===== config.mk =====
export PLATFORM = sky130hd
export DESIGN_NAME = dtpy_prep
export DESIGN_NICKNAME = d
export VERILOG_FILES = /design/src/rtl/dtpy_pkg.sv /design/src/rtl/dtpy_prep.sv
export SDC_FILE = /design/constraint.sdc
export NUM_CORES = 2
export LEC_CHECK = 0
export BUFFER_PORTS_ARGS = -buffer_cell sky130_fd_sc_hd__buf_2
export CORE_ASPECT_RATIO = 1.25
export CORE_UTILIZATION = 25
export DETAILED_ROUTE_END_ITERATION = 6
export HOLD_SLACK_MARGIN = 0.12
export MAX_ROUTING_LAYER = met4
export PLACE_DENSITY = 0.47
export SYNTH_ARGS = -nofsm -noshare
export SYNTH_HDL_FRONTEND = slang
export SYNTH_SLANG_ARGS = --single-unit

===== constraint.sdc =====
create_clock -name clk -period 10 [get_ports clk]
set_input_delay 0.5 -clock clk [delete_from_list [all_inputs] [get_ports clk]]
set_output_delay 0.5 -clock clk [all_outputs]
set_load 0.03 [all_outputs]

===== src/rtl/dtpy_pkg.sv =====
// dtpy_pkg: shared types, constants and helper functions for the pitch/yaw unit
// no dependencies; used by every module under rtl
package dtpy_pkg;

    localparam int FRAC_BITS_DEF     = 16;
    localparam int CORDIC_STAGES_DEF = 24;

    localparam int IN_W  = 32;
    localparam int OUT_W = 25;
    localparam int ANG_W = 43;   // signed angle, 2^-32 degree units
    localparam int DP_W  = 64;   // cordic datapath width
    localparam int SH_W  = 6;
    localparam int PROD_W = 63;

    localparam logic [30:0] GAIN_Q30 = 31'd1768195363;
    localparam logic [63:0] DEG_PER_RAD_Q32 = 64'd246083499207;
    localparam int NORM_MSB = 56;
    localparam int ALIGN_SH = 30;

    localparam logic signed [ANG_W-1:0] DEG_90  = 43'sd386547056640;
    localparam logic signed [ANG_W-1:0] DEG_180 = 43'sd773094113280;
    localparam logic signed [ANG_W-1:0] DEG_270 = 43'sd1159641169920;
    localparam logic signed [ANG_W-1:0] DEG_360 = 43'sd1546188226560;

    typedef struct packed {
        logic              zero_xy;
        logic              z_pos;
        logic              x_neg;
        logic              y_neg;
        logic [SH_W-1:0]   sh1;
        logic [PROD_W-1:0] prod;
        logic [OUT_W-1:0]  yaw;
    } side_t;

    // atan(2^-i) in 2^-32 degree units, alternating series, elaboration only
    function automatic logic signed [63:0] atan_step(input int i);
        logic [63:0]        d56;
        logic signed [63:0] sum;
        logic signed [63:0] term;
        int                 s;
        d56 = DEG_PER_RAD_Q32 << 24;
        sum = 64'sd0;
        if (i == 0)
            return 64'sd193273528320;
        for (int k = 0; k < 32; k++)
        begin
            s = i * (2 * k + 1);
            if (s < 63)
            begin
                term = signed'((d56 >> s) / 64'(2 * k + 1));
                if (k % 2 == 1)
                    sum = sum - term;
                else
                    sum = sum + term;
            end
        end
        return (sum + (64'sd1 <<< 23)) >>> 24;
    endfunction

    // index of the highest set bit, 0 for a zero word
    function automatic logic [SH_W-1:0] msb64(input logic [DP_W-1:0] v);
        logic [SH_W-1:0] p;
        p = '0;
        for (int i = 0; i < DP_W; i++)
        begin
            if (v[i])
                p = SH_W'(i);
        end
        return p;
    endfunction

    // map an angle onto [0,360) and round half up to 1/2^frac degree
    function automatic logic [OUT_W-1:0] to_output(input logic signed [ANG_W-1:0] acc,
                                                   input int frac);
        logic signed [ANG_W-1:0] a;
        logic [63:0]             r;
        logic [63:0]             full;
        a = acc;
        if (a < 0)
            a = a + DEG_360;
        r = (64'(unsigned'(a)) + (64'd1 << (31 - frac))) >> (32 - frac);
        full = 64'd360 << frac;
        if (r >= full)
            r = r - full;
        return r[OUT_W-1:0];
    endfunction

endpackage


===== src/rtl/dtpy_prep.sv =====
// dtpy_prep: magnitude, sign capture, z gain product and first normalization
// depends on dtpy_pkg
module dtpy_prep
(
    input  logic                              clk,
    input  logic                              rst_n,
    input  logic                              in_valid,
    input  logic signed [dtpy_pkg::IN_W-1:0]  dir_x,
    input  logic signed [dtpy_pkg::IN_W-1:0]  dir_y,
    input  logic signed [dtpy_pkg::IN_W-1:0]  dir_z,
    output logic                              out_valid,
    output logic signed [dtpy_pkg::DP_W-1:0]  out_x,
    output logic signed [dtpy_pkg::DP_W-1:0]  out_y,
    output dtpy_pkg::side_t                   out_side
);

    logic                        a_valid_reg;
    logic [dtpy_pkg::IN_W-1:0]   ax_reg, ay_reg;
    dtpy_pkg::side_t             a_side_reg;
    logic [dtpy_pkg::IN_W-1:0]   ax_next, ay_next, az_next;
    dtpy_pkg::side_t             a_side_next;

    logic                        b_valid_reg;
    logic [dtpy_pkg::DP_W-1:0]   nx_reg, ny_reg;
    dtpy_pkg::side_t             b_side_reg;
    logic [dtpy_pkg::IN_W-1:0]   m;
    logic [dtpy_pkg::SH_W-1:0]   p;
    dtpy_pkg::side_t             b_side_next;

    // stage a: absolute values, flags and the gained |z| product
    always_comb
    begin
        ax_next = dir_x[dtpy_pkg::IN_W-1] ? (~dir_x + 1'b1) : dir_x;
        ay_next = dir_y[dtpy_pkg::IN_W-1] ? (~dir_y + 1'b1) : dir_y;
        az_next = dir_z[dtpy_pkg::IN_W-1] ? (~dir_z + 1'b1) : dir_z;
        a_side_next         = '0;
        a_side_next.zero_xy = (dir_x == '0) && (dir_y == '0);
        a_side_next.z_pos   = (dir_z > 0);
        a_side_next.x_neg   = dir_x[dtpy_pkg::IN_W-1];
        a_side_next.y_neg   = dir_y[dtpy_pkg::IN_W-1];
        a_side_next.prod    = dtpy_pkg::PROD_W'(az_next)
                              * dtpy_pkg::PROD_W'(dtpy_pkg::GAIN_Q30);
    end

    always_ff @(posedge clk or negedge rst_n)
    begin
        if (!rst_n)
            a_valid_reg <= 1'b0;
        else
            a_valid_reg <= in_valid;
    end

    always_ff @(posedge clk)
    begin
        ax_reg     <= ax_next;
        ay_reg     <= ay_next;
        a_side_reg <= a_side_next;
    end

    // stage b: shift the larger component to bit 56
    always_comb
    begin
        m = (ax_reg > ay_reg) ? ax_reg : ay_reg;
        p = dtpy_pkg::msb64(dtpy_pkg::DP_W'(m));
        b_side_next     = a_side_reg;
        b_side_next.sh1 = dtpy_pkg::SH_W'(dtpy_pkg::NORM_MSB) - p;
    end

    always_ff @(posedge clk or negedge rst_n)
    begin
        if (!rst_n)
            b_valid_reg <= 1'b0;
        else
            b_valid_reg <= a_valid_reg;
    end

    always_ff @(posedge clk)
    begin
        nx_reg     <= dtpy_pkg::DP_W'(ax_reg) << b_side_next.sh1;
        ny_reg     <= dtpy_pkg::DP_W'(ay_reg) << b_side_next.sh1;
        b_side_reg <= b_side_next;
    end

    assign out_valid = b_valid_reg;
    assign out_x     = signed'(nx_reg);
    assign out_y     = signed'(ny_reg);
    assign out_side  = b_side_reg;

endmodule


==> impl_results.md <==
- Post-synth top cells: ha_1, inv_1, dfxtp_1, fa_1, nor2_1
- Post-synth ARST share: 0.5988%
- DRT Wirelength: 105,500 µm
- DR vias/cell: 4.714
- Die Y: 388.9 µm
- Starting Density: 25.29%
- EDFF count, synth: 0
- Period utilisation layout: 95.29%
- Worst r2r src: ax_reg[7]$_DFF_P_
- Post-synth top area cell: dfxtp_1
- Post-Layout Cell Count: 5,034
- IO buf count: 300
- Ys flop type: dfxtp_1
- Synth area leaders: dfxtp_1, fa_1, ha_1
- Share of the synthesized area in the top cell type: 22.20%
- Mapped Cells: 3,050
- Most frequent cell after synthesis: ha_1
- H-Tree Depth: 2
- # rows: 141
- Worst-Skew Late Latency: 0.60 ns
- Synth cell types: 85
- Vias in the first global route: 24,660
- Critical Path RT: 10.54 ns
- Pre-CTS WS: -0.3327 ns
- Die area: 0.1211 mm²
- CP Capture Type: register
- Final Hold Viols: 0
- Max Cap Viol: 0
- Min-delay src: dir_y[15]
- Grt total ovfl: 0
- DR pass1 iterations: 5
- CTS Buf Count: 39
- Syn_area_per_cell: 9.814 µm²
- ANT nets after route: 0
- Hold depth: 2
- Status: finished, final reports clean
- Design area: 0.03545 mm²
- Clock root buffer: clkbuf_16
- Core ar.: 0.1184 mm²
- Largest net degree at the start of global routing: 77
- Mapped Area: 0.02993 mm²
- First-pass GRT wire length: 158,900 µm
- GP Congestion: 0.9574
- Critical path class: primary input to register
- Critical path origin: dir_z[5]
- Final Setup Violations: 0
- WP data arrival: 10.07 ns
- Count of final max-slew check failures: 0
- Placed Area: 0.03358 mm²
- Clock sink count: 334
- Post-DP HPWL: 88,590 µm
- Reg-to-Reg End: out_y[33]$_DFF_P_
- Chip Width: 311.5 µm
- Fmax: 104.9 MHz
- Post-route setup slack: 0.4708 ns
- Worst Max-Slew Pin Slew: 1.149 ns
- Worst reg-to-reg path cell count: 17
- Vias: 23,730
- Area Growth Syn to Fin: 18.42%
- Setup bufs post-CTS: 0
- Crit path launch type: primary input
- Slowest CP cell: or4_4
- Worst Path Max Fanout: 5
- Final-stage net count: 4,247
- YS warnings: 0
- Global-route usage over all layers: 17.90%
- Fin Clk Skew: 0.01768 ns
- Initial antenna violation count: 1
- Routed WL per cell: 20.95 µm
- Hold Path End: ay_reg[15]$_DFF_P_
- Clock transition at path regs: 0.06 ns
- RSZ-0062 raised after global routing: no
- Clock Tree Buf Depth: 3
- Critical Path Most Common Cell: fa_1
- Number of synthesized register bits: 334
- Register area share after synthesis: 22.37%
- CTS tree: built
- HP Class: primary input to register
- Max reg flops: 73
- Share of layout cells above drive strength 1: 15.47%
- CP peak stage delay: 0.53 ns
- I/O pin count: 326
- FF-to-FF setup slack: 3.01 ns
- Count of routing violations after the opening detailed-route iteration: 1,247
- Post-Place Cells: 4,910
- Post-route DRC: 0
- Relative slew slack: 23.39%
- Post-layout minimum cycle time: 9.529 ns
-- area by class of cell --
class | instances | area (µm²)
multi-input combinational | 2195 | 21170
inverter | 419 | 1573
clock inverter | 25 | 295.3
tap | 1573 | 1968
clock buffer | 47 | 1046
sequential | 334 | 6696
antenna | 2 | 5.005
fill | 12550 | 82930
timing repair buffer | 439 | 2695
-- logic make-up (layout without fill, tap and decap cells) --
family / Yosys count / in the layout / share of synthesized area, %
XOR/XNOR: 153 / 153 / 4.477
multiplexers: 152 / 152 / 6.073
other: 1 / 43 / 0.01253
adder cells (fa/ha/maj): 720 / 720 / 37.34
buffers and inverters: 561 / 930 / 7.587
AND/OR/NAND/NOR: 535 / 535 / 8.715
AO/OA/AOI/OAI: 594 / 594 / 13.42
flip-flops: 334 / 334 / 22.37
-- repair_timing --
action                                  in CTS  in global routing
hold buffers                                50                  0
resized for setup                            0                  2
endpoints found under the hold margin       53                  0
endpoints found under the setup margin       0                  3
-- critical path: cells and delay by family --
kind | cells | cell delay [ns]
simple gates | 15 | 4.30
fa+ha+maj | 7 | 3.10
buf+inv | 7 | 0.88
compound gates | 4 | 0.88
xor+xnor | 2 | 0.38
-- per-stage QoR --
step | utilization, % | TNS, ns | hold WS (ns)
finish | 29.94 | 0 | 0.1758
global route | 29.94 | 0 | 0.1363
CTS | 29.93 | 0 | 0.1202
detailed placement | 28.37 | -1.819 | 0.2885
global placement | 28.37 | -1.700 | 0.2857
floorplan | - | 0 | 0.2044
-- worst max-delay path by stage --
| stage | cells past startpoint | slack [ns] | endpoint |
|---|---|---|---|
| 2_1_floorplan | 30 | 0.58 | a_side_reg[85]$_DFF_P_ |
| 3_3_place_gp | 33 | -0.32 | a_side_reg[86]$_DFF_P_ |
| 3_5_place_dp | 33 | -0.33 | a_side_reg[86]$_DFF_P_ |
| 4_1_cts | 33 | 0.33 | a_side_reg[86]$_DFF_P_ |
| 5_1_grt | 35 | 0.03 | a_side_reg[86]$_DFF_P_ |
| 6_report | 35 | 0.47 | a_side_reg[86]$_DFF_P_ |
-- placed cells by master, fill, tap and decap left out, types with 20 or more instances in the layout --
master           n
nor3_1          44
o22ai_1         43
buf_4           87
a21oi_1        112
o21ai_0        114
nor2_1         149
xnor2_1        128
nand2b_1        24
o221ai_1        36
dfxtp_1        332
xor2_1          21
clkbuf_16       39
or3_1           20
nand3_1         31
o31ai_1         32
dlygate4sd3_1   50
mux4_2          21
nor4_1          25
a21o_1          58
o211ai_1        20
conb_1          41
fa_1           289
mux2i_1        113
ha_1           430
buf_2          300
inv_1          415
nand2_1        147
-- per-layer routing --
| metal | part of all wire (%) | wire length (µm) | vias up | global-route usage (%) |
|---|---|---|---|---|
| met5 | 0 | 0 | - | - |
| met4 | 4.4 | 4621 | 0 | 7.309 |
| met3 | 4.5 | 4707 | 163 | 2.385 |
| met2 | 51 | 54150 | 663 | 31.57 |
| met1 | 40 | 42000 | 11630 | 20.29 |
| li1 | - | - | 11280 | - |
Power is left out: the tool's default activity adds up to more than one toggle a clock period on the data nets, which glitch-free logic cannot reach.
