File: src/rtl/dtpy_pkg.sv
// dtpy_pkg: shared types, constants and helper functions for the pitch/yaw unit
// no dependencies; used by every module under rtl
package dtpy_pkg;

    localparam int FRAC_BITS_DEF     = 16;
    localparam int CORDIC_STAGES_DEF = 24;

    localparam int IN_W  = 32;
    localparam int OUT_W = 25;
    localparam int ANG_W = 43;   // signed angle, 2^-32 degree units
    localparam int DP_W  = 64;   // cordic datapath width
    localparam int SH_W  = 6;
    localparam int PROD_W = 63;

    localparam logic [30:0] GAIN_Q30 = 31'd1768195363;
    localparam logic [63:0] DEG_PER_RAD_Q32 = 64'd246083499207;
    localparam int NORM_MSB = 56;
    localparam int ALIGN_SH = 30;

    localparam logic signed [ANG_W-1:0] DEG_90  = 43'sd386547056640;
    localparam logic signed [ANG_W-1:0] DEG_180 = 43'sd773094113280;
    localparam logic signed [ANG_W-1:0] DEG_270 = 43'sd1159641169920;
    localparam logic signed [ANG_W-1:0] DEG_360 = 43'sd1546188226560;

    typedef struct packed {
        logic              zero_xy;
        logic              z_pos;
        logic              x_neg;
        logic              y_neg;
        logic [SH_W-1:0]   sh1;
        logic [PROD_W-1:0] prod;
        logic [OUT_W-1:0]  yaw;
    } side_t;

    // atan(2^-i) in 2^-32 degree units, alternating series, elaboration only
    function automatic logic signed [63:0] atan_step(input int i);
        logic [63:0]        d56;
        logic signed [63:0] sum;
        logic signed [63:0] term;
        int                 s;
        d56 = DEG_PER_RAD_Q32 << 24;
        sum = 64'sd0;
        if (i == 0)
            return 64'sd193273528320;
        for (int k = 0; k < 32; k++)
        begin
            s = i * (2 * k + 1);
            if (s < 63)
            begin
                term = signed'((d56 >> s) / 64'(2 * k + 1));
                if (k % 2 == 1)
                    sum = sum - term;
                else
                    sum = sum + term;
            end
        end
        return (sum + (64'sd1 <<< 23)) >>> 24;
    endfunction

    // index of the highest set bit, 0 for a zero word
    function automatic logic [SH_W-1:0] msb64(input logic [DP_W-1:0] v);
        logic [SH_W-1:0] p;
        p = '0;
        for (int i = 0; i < DP_W; i++)
        begin
            if (v[i])
                p = SH_W'(i);
        end
        return p;
    endfunction

    // map an angle onto [0,360) and round half up to 1/2^frac degree
    function automatic logic [OUT_W-1:0] to_output(input logic signed [ANG_W-1:0] acc,
                                                   input int frac);
        logic signed [ANG_W-1:0] a;
        logic [63:0]             r;
        logic [63:0]             full;
        a = acc;
        if (a < 0)
            a = a + DEG_360;
        r = (64'(unsigned'(a)) + (64'd1 << (31 - frac))) >> (32 - frac);
        full = 64'd360 << frac;
        if (r >= full)
            r = r - full;
        return r[OUT_W-1:0];
    endfunction

endpackage

File: src/rtl/dtpy_mid.sv
// dtpy_mid: yaw quadrant mapping, pass two operand alignment and normalization
// depends on dtpy_pkg
module dtpy_mid
#(
    parameter int FRAC_BITS = dtpy_pkg::FRAC_BITS_DEF
)
(
    input  logic                               clk,
    input  logic                               rst_n,
    input  logic                               in_valid,
    input  logic signed [dtpy_pkg::ANG_W-1:0]  in_ang,
    input  logic [dtpy_pkg::DP_W-1:0]          in_mag,
    input  dtpy_pkg::side_t                    in_side,
    output logic                               out_valid,
    output logic signed [dtpy_pkg::DP_W-1:0]   out_x,
    output logic signed [dtpy_pkg::DP_W-1:0]   out_y,
    output dtpy_pkg::side_t                    out_side
);

    logic                              c_valid_reg;
    logic [dtpy_pkg::DP_W-1:0]         x2_reg, y2_reg;
    dtpy_pkg::side_t                   c_side_reg;
    logic signed [dtpy_pkg::ANG_W-1:0] yaw_acc;
    logic [dtpy_pkg::DP_W-1:0]         x2_next, y2_next;
    dtpy_pkg::side_t                   c_side_next;

    logic                              d_valid_reg;
    logic [dtpy_pkg::DP_W-1:0]         nx_reg, ny_reg;
    dtpy_pkg::side_t                   d_side_reg;
    logic [dtpy_pkg::DP_W-1:0]         fx, m;
    logic [dtpy_pkg::SH_W-1:0]         p;
    logic [dtpy_pkg::DP_W-1:0]         nx_next, ny_next;

    // stage c: yaw result, bring magnitude and gained |z| to one scale
    always_comb
    begin
        if (!in_side.x_neg && !in_side.y_neg)
            yaw_acc = in_ang;
        else if (in_side.x_neg && !in_side.y_neg)
            yaw_acc = dtpy_pkg::DEG_180 - in_ang;
        else if (in_side.x_neg)
            yaw_acc = dtpy_pkg::DEG_180 + in_ang;
        else
            yaw_acc = dtpy_pkg::DEG_360 - in_ang;

        c_side_next      = in_side;
        c_side_next.yaw  = dtpy_pkg::to_output(yaw_acc, FRAC_BITS);
        c_side_next.prod = '0;
        c_side_next.sh1  = '0;

        x2_next = in_mag;
        y2_next = dtpy_pkg::DP_W'(in_side.prod);
        if (in_side.sh1 >= dtpy_pkg::SH_W'(dtpy_pkg::ALIGN_SH))
            x2_next = in_mag >> (in_side.sh1 - dtpy_pkg::SH_W'(dtpy_pkg::ALIGN_SH));
        else
            y2_next = dtpy_pkg::DP_W'(in_side.prod)
                      >> (dtpy_pkg::SH_W'(dtpy_pkg::ALIGN_SH) - in_side.sh1);
    end

    always_ff @(posedge clk or negedge rst_n)
    begin
        if (!rst_n)
            c_valid_reg <= 1'b0;
        else
            c_valid_reg <= in_valid;
    end

    always_ff @(posedge clk)
    begin
        x2_reg     <= x2_next;
        y2_reg     <= y2_next;
        c_side_reg <= c_side_next;
    end

    // stage d: shared shift puts the larger operand at bit 56
    always_comb
    begin
        fx = ((x2_reg == '0) && (y2_reg == '0)) ? dtpy_pkg::DP_W'(1) : x2_reg;
        m  = (fx > y2_reg) ? fx : y2_reg;
        p  = dtpy_pkg::msb64(m);
        if (p > dtpy_pkg::SH_W'(dtpy_pkg::NORM_MSB))
        begin
            nx_next = fx     >> (p - dtpy_pkg::SH_W'(dtpy_pkg::NORM_MSB));
            ny_next = y2_reg >> (p - dtpy_pkg::SH_W'(dtpy_pkg::NORM_MSB));
        end
        else
        begin
            nx_next = fx     << (dtpy_pkg::SH_W'(dtpy_pkg::NORM_MSB) - p);
            ny_next = y2_reg << (dtpy_pkg::SH_W'(dtpy_pkg::NORM_MSB) - p);
        end
    end

    always_ff @(posedge clk or negedge rst_n)
    begin
        if (!rst_n)
            d_valid_reg <= 1'b0;
        else
            d_valid_reg <= c_valid_reg;
    end

    always_ff @(posedge clk)
    begin
        nx_reg     <= nx_next;
        ny_reg     <= ny_next;
        d_side_reg <= c_side_reg;
    end

    assign out_valid = d_valid_reg;
    assign out_x     = signed'(nx_reg);
    assign out_y     = signed'(ny_reg);
    assign out_side  = d_side_reg;

endmodule

File: config.mk
export PLATFORM = sky130hd
export DESIGN_NAME = dtpy_mid
export DESIGN_NICKNAME = d
export VERILOG_FILES = /design/src/rtl/dtpy_pkg.sv /design/src/rtl/dtpy_mid.sv
export SDC_FILE = /design/constraint.sdc
export NUM_CORES = 2
export LEC_CHECK = 0
export BUFFER_PORTS_ARGS = -buffer_cell sky130_fd_sc_hd__clkbuf_2
export CAP_MARGIN = 20
export CELL_PAD_IN_SITES_DETAIL_PLACEMENT = 1
export CELL_PAD_IN_SITES_GLOBAL_PLACEMENT = 2
export CORE_MARGIN = 10
export CORE_UTILIZATION = 35
export CTS_CLUSTER_DIAMETER = 120
export DETAILED_ROUTE_END_ITERATION = 10
export GPL_TIMING_DRIVEN = 0
export MAX_ROUTING_LAYER = met4
export PLACE_DENSITY = 0.92
export SLEW_MARGIN = 20
export SYNTH_ARGS = -nofsm -noshare
export SYNTH_HDL_FRONTEND = slang
export SYNTH_SLANG_ARGS = --single-unit
File: constraint.sdc
create_clock -name clk -period 10.3 [get_ports clk]
set_input_delay 0 -clock clk [delete_from_list [all_inputs] [get_ports clk]]
set_output_delay 0 -clock clk [all_outputs]
set_load 0.03 [all_outputs]
==> results.yml <==
global_route:
  first_global_vias: 46400
  grt_max_degree: 20
  grt_pass1_wl_um: 391000
  grt_antenna_before_repair: 20
  grt_use_total_pct: 48.6
  overflow: 0
route:
  drtAntennaViolNets: 0
  wl_per_cell_um: 43.2
  drc: 0
  vias: 46900
  drt_wl_total_um: 288000
  firstDrtPassIters: 7
  drtIter0Drc: 6990
  routed_via_density: 7.03
logic_synthesis:
  synth_top_area_share_pct: 17.3
  synth_area_leaders: "dfxtp_1, mux2i_1, mux4_2"
  netlist_area_um2: 36100
  yosysWarnings: 0
  synth_cell_types: 95
  yosysSeqAreaShare_pct: 17.5
  synth-edff-count: 0
  syn-instance-count: 4648
  syn_area_per_cell_um2: 7.77
  ys.flop_type: "dfxtp_1"
  synth-seq-cells: 315
  synthArstFlopShare_pct: 0.635
  yosysTopAreaCell: "dfxtp_1"
critical_path:
  start_kind: "register"
  crit_slowest_cell: "clkbuf_1"
  critPathCaptureType: "register"
  cp_data_arrival_time_ns: 11.17
  max_stage_delay_ns: 0.92
  cp.required_ns: 10.80
  reg2reg_from: "y2_reg[29]"
  r2r_slack_ns: -0.36
  rr_endpoint: "out_y[36]"
  crit_start: "y2_reg[29]"
  crit_fanout: 10
  cpMostUsedCell: "clkbuf_1"
  critPathKind: "reg2reg"
  r2r.worst_path.cells: 24
  cp_cell_sequence: "clkbuf_1 -> inv_1 -> ha_1 -> nand4_1 -> nor4_1 -> nand3_1 -> nor4_4 -> nor2_1 -> a31oi_2 -> nand2_2 -> clkinv_2 -> buf_6 -> buf_4 -> buf_6 -> buf_4 -> buf_2 -> ha_1 -> clkbuf_1 -> clkbuf_1 -> mux2i_2 -> mux2i_2 -> mux2i_1 -> o211ai_1 -> o221ai_1"
placement:
  dp_hpwl_um: 227000
  port-buffer-count: 328
  place_area_um2: 39900
  dp_cells: 6421
  place.gp.congestion: 1.19
sta:
  rsz0062_at_grt: "no"
  setup_violations: 13
  layout_setup_ws_ns: -0.363
  clock.fmax_ghz: 0.0938
  fin_crit_ns: 10.66
  skew_ns: 0.0384
  tightest_slew_ns: 1.35
  final-hold-violation-count: 0
  final_max_slew_viol_count: 0
  tns_ns: -1.28
  relSlewSlack_pct: 9.71
  fin_crit_sh_pct: 104
worst_hold_path:
  min_from: "in_valid"
  hold_path_depth: 2
  holdPathEnd: "c_valid_reg"
  min_path_type: "in2reg"
layout:
  stdcell_count: 6667
  synthToLayoutAreaGrowth_pct: 19.6
  finish.utilization_pct: 42.3
  fin_nets: 5535
  postLayoutCellArea_um2: 43200
  final_cell_mix: "nand2_1, mux2i_1, clkbuf_2"
  drive_above_1_share_pct: 18.4
  final_common_cell: "nand2_1"
floorplanning:
  ios: 435
  dieArea_um2: 116000
  start_util_pct: 35.3
  core_um2: 102000
  core.rowCount: 117
  die_w_um: 341
  die_h_um: 341
clock_network:
  clk_pin_slew_ns: 0.06
  htreeDepth: 2
  cts_buffer_depth: 3
  tritoncts: "built"
  cts_root_buffer: "clkbuf_16"
  cts_sinks: 315
  clkLatencyLatePin_ns: 0.62
  numCtsBuffers: 37
power:
  powerDensity_nw_per_um2: 272
  peakVddDrop_mv: 0.196
  p_leak_uw: 0.0180
  p_total_uw: 11700
outcome:
  status: "finished, violations left"
  violations: "negative setup slack"
flow_run:
  max_cap_violations: 0
per-stage QoR:
stage | worst slack, ns | hold WS, ns
after floorplan | 3.06 | -0.296
after global placement | -3.32 | -0.215
after detailed placement | -1.82 | -0.212
after CTS | -0.00755 | 0.0242
after global routing | 0.0123 | 0.0365
final | -0.363 | 0.0303
kinds of logic (layout without fill, tap and decap cells):
family | count (synthesis) | after routing | synth area share [%]
xor+xnor | 73 | 73 | 1.81
mux | 806 | 806 | 29.0
simple gates | 1431 | 1431 | 17.5
flops | 315 | 315 | 17.5
compound gates | 1274 | 1274 | 23.3
fa+ha+maj | 75 | 75 | 2.60
other cells | 1 | 91 | 0.0104
buf+inv | 673 | 1234 | 8.21
how the worst max path moves through the flow:
stage / endpoint / slack (ns) / cells after the start
2_1_floorplan: out_x[51] / 3.06 / 32
3_5_place_dp: out_y[8] / -1.82 / 30
6_report: out_y[36] / -0.36 / 24
4_1_cts: out_y[36] / -0.008 / 32
3_3_place_gp: out_y[44] / -3.32 / 26
5_1_grt: out_x[45] / 0.01 / 33
timing repair:
item | 4_1_cts | 5_1_grt
pin swaps | 0 | 3
buffers inserted | 0 | 3
resized for setup | 37 | 85
hold endpoints to repair | 153 | 0
hold buffers | 163 | 0
setup endpoints to repair | 128 | 128
critical path: cells and delay by family (launching register included):
kind / cells / cell delay (ns)
buffers and inverters: 10 / 4.29
AO/OA/AOI/OAI: 3 / 1.30
adder cells (fa/ha/maj): 2 / 0.61
AND/OR/NAND/NOR: 6 / 1.95
multiplexers: 3 / 2.05
flip-flops: 1 / 0.33
synth_stat cells (all sizes together), types with 20 or more instances:
master / n
a211o: 22
a211oi: 52
a21oi: 280
a221oi: 36
a22o: 41
a22oi: 66
a31oi: 30
and3: 21
buf: 194
clkbuf: 378
dfxtp: 313
ha: 75
inv: 97
mux2: 83
mux2i: 538
mux4: 185
nand2: 597
nand2b: 22
nand3: 155
nand4: 32
nor2: 370
nor2b: 22
nor3: 86
nor4: 49
o211ai: 130
o21ai: 320
o221ai: 34
o22ai: 50
o31ai: 20
or3: 23
xnor2: 54
metal layers:
layer  routed length, µm  vias to the layer above  share of wire (%)  track usage, %
met5                   0                        -                  0               -
met4               31100                        0                 11            40.8
met3               36400                     1447                 13            18.3
met2              118000                     4136                 41            69.1
met1              102000                    22900                 36            53.5
li1                    -                    18400                  -               -
cell type report:
| class | count | area [µm²] |
|---|---|---|
| Multi-Input combinational cell | 3728 | 27500 |
| Buffer | 566 | 2620 |
| Antenna cell | 22 | 55.1 |
| Sequential cell | 315 | 6320 |
| Inverter | 101 | 384 |
| Timing Repair Buffer | 503 | 3360 |
| Clock buffer | 47 | 1020 |
| Fill cell | 12600 | 59000 |
| Tap cell | 1368 | 1710 |
| Clock inverter | 17 | 248 |
where the power goes:
group / switching [µW] / internal (µW)
logic: 6250 / 2240
clock network: 584 / 836
registers: 262 / 1570
total: 7100 / 4650
No activity file was read; power rests on OpenSTA's default activity.
